`src/hdl/mrqr_ram.sv`:
```
// Generic simple dual-port RAM: one write port, one read port with registered read data.
// No dependencies.
module mrqr_ram #(
    parameter int WIDTH = 8,
    parameter int DEPTH = 16,
    localparam int AW   = (DEPTH > 1) ? $clog2(DEPTH) : 1
) (
    input  logic             clk,
    input  logic             we,
    input  logic [AW-1:0]    waddr,
    input  logic [WIDTH-1:0] wdata,
    input  logic [AW-1:0]    raddr,
    output logic [WIDTH-1:0] rdata
);

    logic [WIDTH-1:0] mem [DEPTH];

    // Write port
    always_ff @(posedge clk)
    begin
        if (we)
        begin
            mem[waddr] <= wdata;
        end
    end

    // Registered read port
    always_ff @(posedge clk)
    begin
        rdata <= mem[raddr];
    end

endmodule

```
`config.mk`:
```
export PLATFORM = sky130hd
export DESIGN_NAME = mrqr_ram
export DESIGN_NICKNAME = d
export VERILOG_FILES = /design/src/hdl/mrqr_ram.sv
export SDC_FILE = /design/constraint.sdc
export NUM_CORES = 1
export LEC_CHECK = 0
export ABC_AREA = 1
export BUFFER_PORTS_ARGS = -buffer_cell sky130_fd_sc_hd__clkbuf_2
export CELL_PAD_IN_SITES_DETAIL_PLACEMENT = 1
export CELL_PAD_IN_SITES_GLOBAL_PLACEMENT = 1
export CORE_MARGIN = 4
export CORE_UTILIZATION = 35
export CTS_CLUSTER_DIAMETER = 40
export DETAILED_ROUTE_END_ITERATION = 8
export HOLD_SLACK_MARGIN = 0.03
export PLACE_DENSITY_LB_ADDON = 0.1
export SETUP_SLACK_MARGIN = 0.5
export SYNTH_ARGS = -nofsm -noshare
export SYNTH_HDL_FRONTEND = slang
export SYNTH_SLANG_ARGS = --single-unit
```
`constraint.sdc`:
```
create_clock -name clk -period 1.1 [get_ports clk]
set_input_delay 0.055 -clock clk [delete_from_list [all_inputs] [get_ports clk]]
set_output_delay 0.055 -clock clk [all_outputs]
set_load 0.01 [all_outputs]
```
* After elaboration in Yosys (flattened, before gate mapping)
Memories as Yosys holds them, arrays and structs flattened. A register that Yosys moved wholly into a read port is not among the register bits.
Cells that the tools add are included.
** Word-level totals
- Register bits :: 0
- RAM bits :: 128
- Input bits :: 18
- Output and inout port bits :: 8
- Logic and storage cells :: 3
- Memories kept :: 1
** Cells by class
- Muxes and demuxes :: 2
** Memories
- mem :: words 16, bits a word 8, read ports 1, clocked after Yosys merged registers in 1, wr ports 1, line 16 : logic [WIDTH-1:0] mem [DEPTH];
** Operators with widths (count)
- 1-bit 2-to-1 mux :: 2

* Longest topological paths before layout
- Word-level depth :: 2
- Mapped depth :: 8
- Depth with buffers taken out :: 7

* Worst setup path after synthesis
OpenSTA, ideal clock, no wires.
- Path type :: input-to-reg
- Start :: input port waddr[3]
- End :: memory mem[4][0] (enable)
- Setup time :: 0.370 ns
- Arrival :: 0.636 ns
- Required time :: 0.730 ns
- Setup slack :: 0.094 ns
- Stages :: 2
- Buffers on the path :: 0
- Cell sequence :: nand3b_1 nor2_1
** RTL lines
- from (decl) :: line 10 : input logic [AW-1:0] waddr,
- to (decl) :: line 16
Straight into the memory's write port.

==> results.cfg <==
[outcome]
outcome = completed

[power]
p_leak_nw = 3.18
combPwrFrac_pct = 7.5
powerDensity_mw_per_mm2 = 1740
switching_share_pct = 21.1
switchingPower_mw = 2.76
ir_drop_v = 0.00106
internal_power_mw = 10.4
clkPwrFrac_pct = 48.1
pwr-share-seq_pct = 44.5

[min_path]
hp-class = in -> reg
min_path_cells = 4

[drt]
wl_mm = 15.4
dr.pass1.iters = 4
viasPerCell = 4.74
drtIter0Drc = 187
routed-via-count = 3942
drc = 0
ant_nets = 0
wl_per_cell_um = 18.6

[floorplanning]
die_h_um = 136
rows = 46
start_util_pct = 36.0
core_area_mm2 = 0.0160
top_level_ports = 26
floorplan.die.width_um = 136
die-area_mm2 = 0.0186

[critical_path]
crit_path_end_kind = register
path_max_fanout = 1
critical_path.cell_chain = nand2_1, nand2_1, nand2_1, nand3_2, nand3_2, nand2_2
crit_path_top_delay_cell = edfxtp_1
cp_common_cell = nand2_1
slowest_delay_ps = 370
required_ps = 1410
path_class = reg -> reg
critPathLaunchType = register
reg2reg_depth = 6
cp.arrival_ps = 1320

[global_routing]
grt_max_degree = 39
grt_first_pass_wirelength_mm = 24.6
grt_pass1_vias = 4248
track_usage_pct = 18.3
grt_overflow = 0
antenna_found_initial = 0

[clocking]
cts_buffers = 17
cts_tree = done
path_clk_slew_ps = 60
htree_levels = 4
clock_sinks = 136
hold_buffers = 0
cts_root_buf = clkbuf_16
cts_buffer_depth = 2
clock_latency_ps = 420

[job]
drv_cap = 0

[finish]
final_area_mm2 = 0.00754
drive_gt1_share_pct = 24.5
antennaDiodeCount = 0
final_nets = 621
utilization_pct = 47.1
layout-area-overhead-vs-synth_pct = 30.7

[yosys]
synth-seq-cells = 136
synth_cells = 551
avgSynthCellArea_um2 = 10.5
seq_area_frac_synth_pct = 69.4
synth_cell_types = 12
syn_area_mm2 = 0.00577
syn_nets = 569
yosysWarningCount = 0

[timing]
drv_slew = 0
fmax_mhz = 993
setup_viol = 0
rsz0062_at_grt = true
worst_slew_pin_slew_ps = 452
fin_skew_ps = 12.2
timing.final.crit_share_pct = 91.6
post-route-min-period_ps = 1010
slew_headroom_pct = 69.8
hold_violations = 0

[place]
globalplace.congestion = 0.738
place_area_mm2 = 0.00652
numPortBuffers = 25
dp_hpwl_mm = 9.83
## final timing paths
kind         startpoint  endpoint  slack [ps]
max          mem[11][7]  rdata[7]          90
min            raddr[3]  rdata[4]         130
max reg2reg  mem[11][7]  rdata[7]          90
min reg2reg   mem[1][4]  rdata[4]         690
## power groups by stage
stage | Combinational, mW | Clock (mW) | Sequential [mW]
after global routing | 1.09 | 6.66 | 5.85
after global placement | 0.871 | 0 | 5.94
after CTS | 0.960 | 6.45 | 5.83
after floorplan | 0.446 | 0 | 5.94
final | 0.981 | 6.31 | 5.84
after detailed placement | 0.884 | 0 | 5.94
## placed cells by master, fill, tap and decap left out, drive strengths merged
cell / count
nand2: 173
edfxtp: 128
inv: 102
nand3: 97
buf: 41
clkbuf: 33
nor2: 17
dfxtp: 8
clkinv: 7
bufinv: 6
nand3b: 2
clkinvlp: 2
## synthesized netlist by cell type
cell type	n	area, µm²
buf_1	1	3.75
buf_2	13	65.1
buf_4	4	30.0
buf_6	6	67.6
dfxtp_1	8	160
edfxtp_1	128	3840
inv_1	100	375
inv_2	2	7.51
nand2_1	173	649
nand3_1	97	485
nand3b_1	2	15.0
nor2_1	17	63.8
## worst max-delay path, delay by kind of cell, from the launching register on
kind	cells	cell delay, ps
simple gates	6	530
flops	1	370
## metrics by stage
stage	hold WS (ps)	instances	power (mW)	setup WS, ps	setup TNS [ps]
floorplan	154	551	6.39	171	0
global placement	447	794	6.81	-134	-806
finish	127	832	13.1	92.9	0
global route	119	832	13.6	21.0	0
CTS	102	831	13.2	105	0
detailed placement	444	794	6.82	-153	-2730
## area by class of cell
cell class                      instances  area, µm²
Timing Repair Buffer                   57        697
Clock buffer                           17        425
Fill cell                            1755       8460
Sequential cell                       136       4010
Tap cell                              216        270
Multi-Input combinational cell        289       1520
Clock inverter                         15        231
Inverter                              102        388
## registers in the layout (all words and copies together) (netlist names)
signal	count
rdata	8
mem	128
## cell families after synthesis
logic type | synth area share (%)
buffers and inverters | 9.52
flip-flops | 69.4
AND/OR/NAND/NOR | 21.0
## per-layer routing
metal  vias to the layer above  GRT usage (%)  share of wire [%]
met2                        63           29.1                 48
met5                         -              0                  0
met3                        22           3.85                3.1
li1                       1882              -                  -
met1                      1975           25.0                 47
met4                         0           6.10                1.6
## timing repair
action	in CTS	in global routing
setup endpoints to repair	115	120
pin swaps	21	16
gates resized for setup	36	27
setup buffers	5	1
Note: power is estimated with default switching activity, not from simulation.
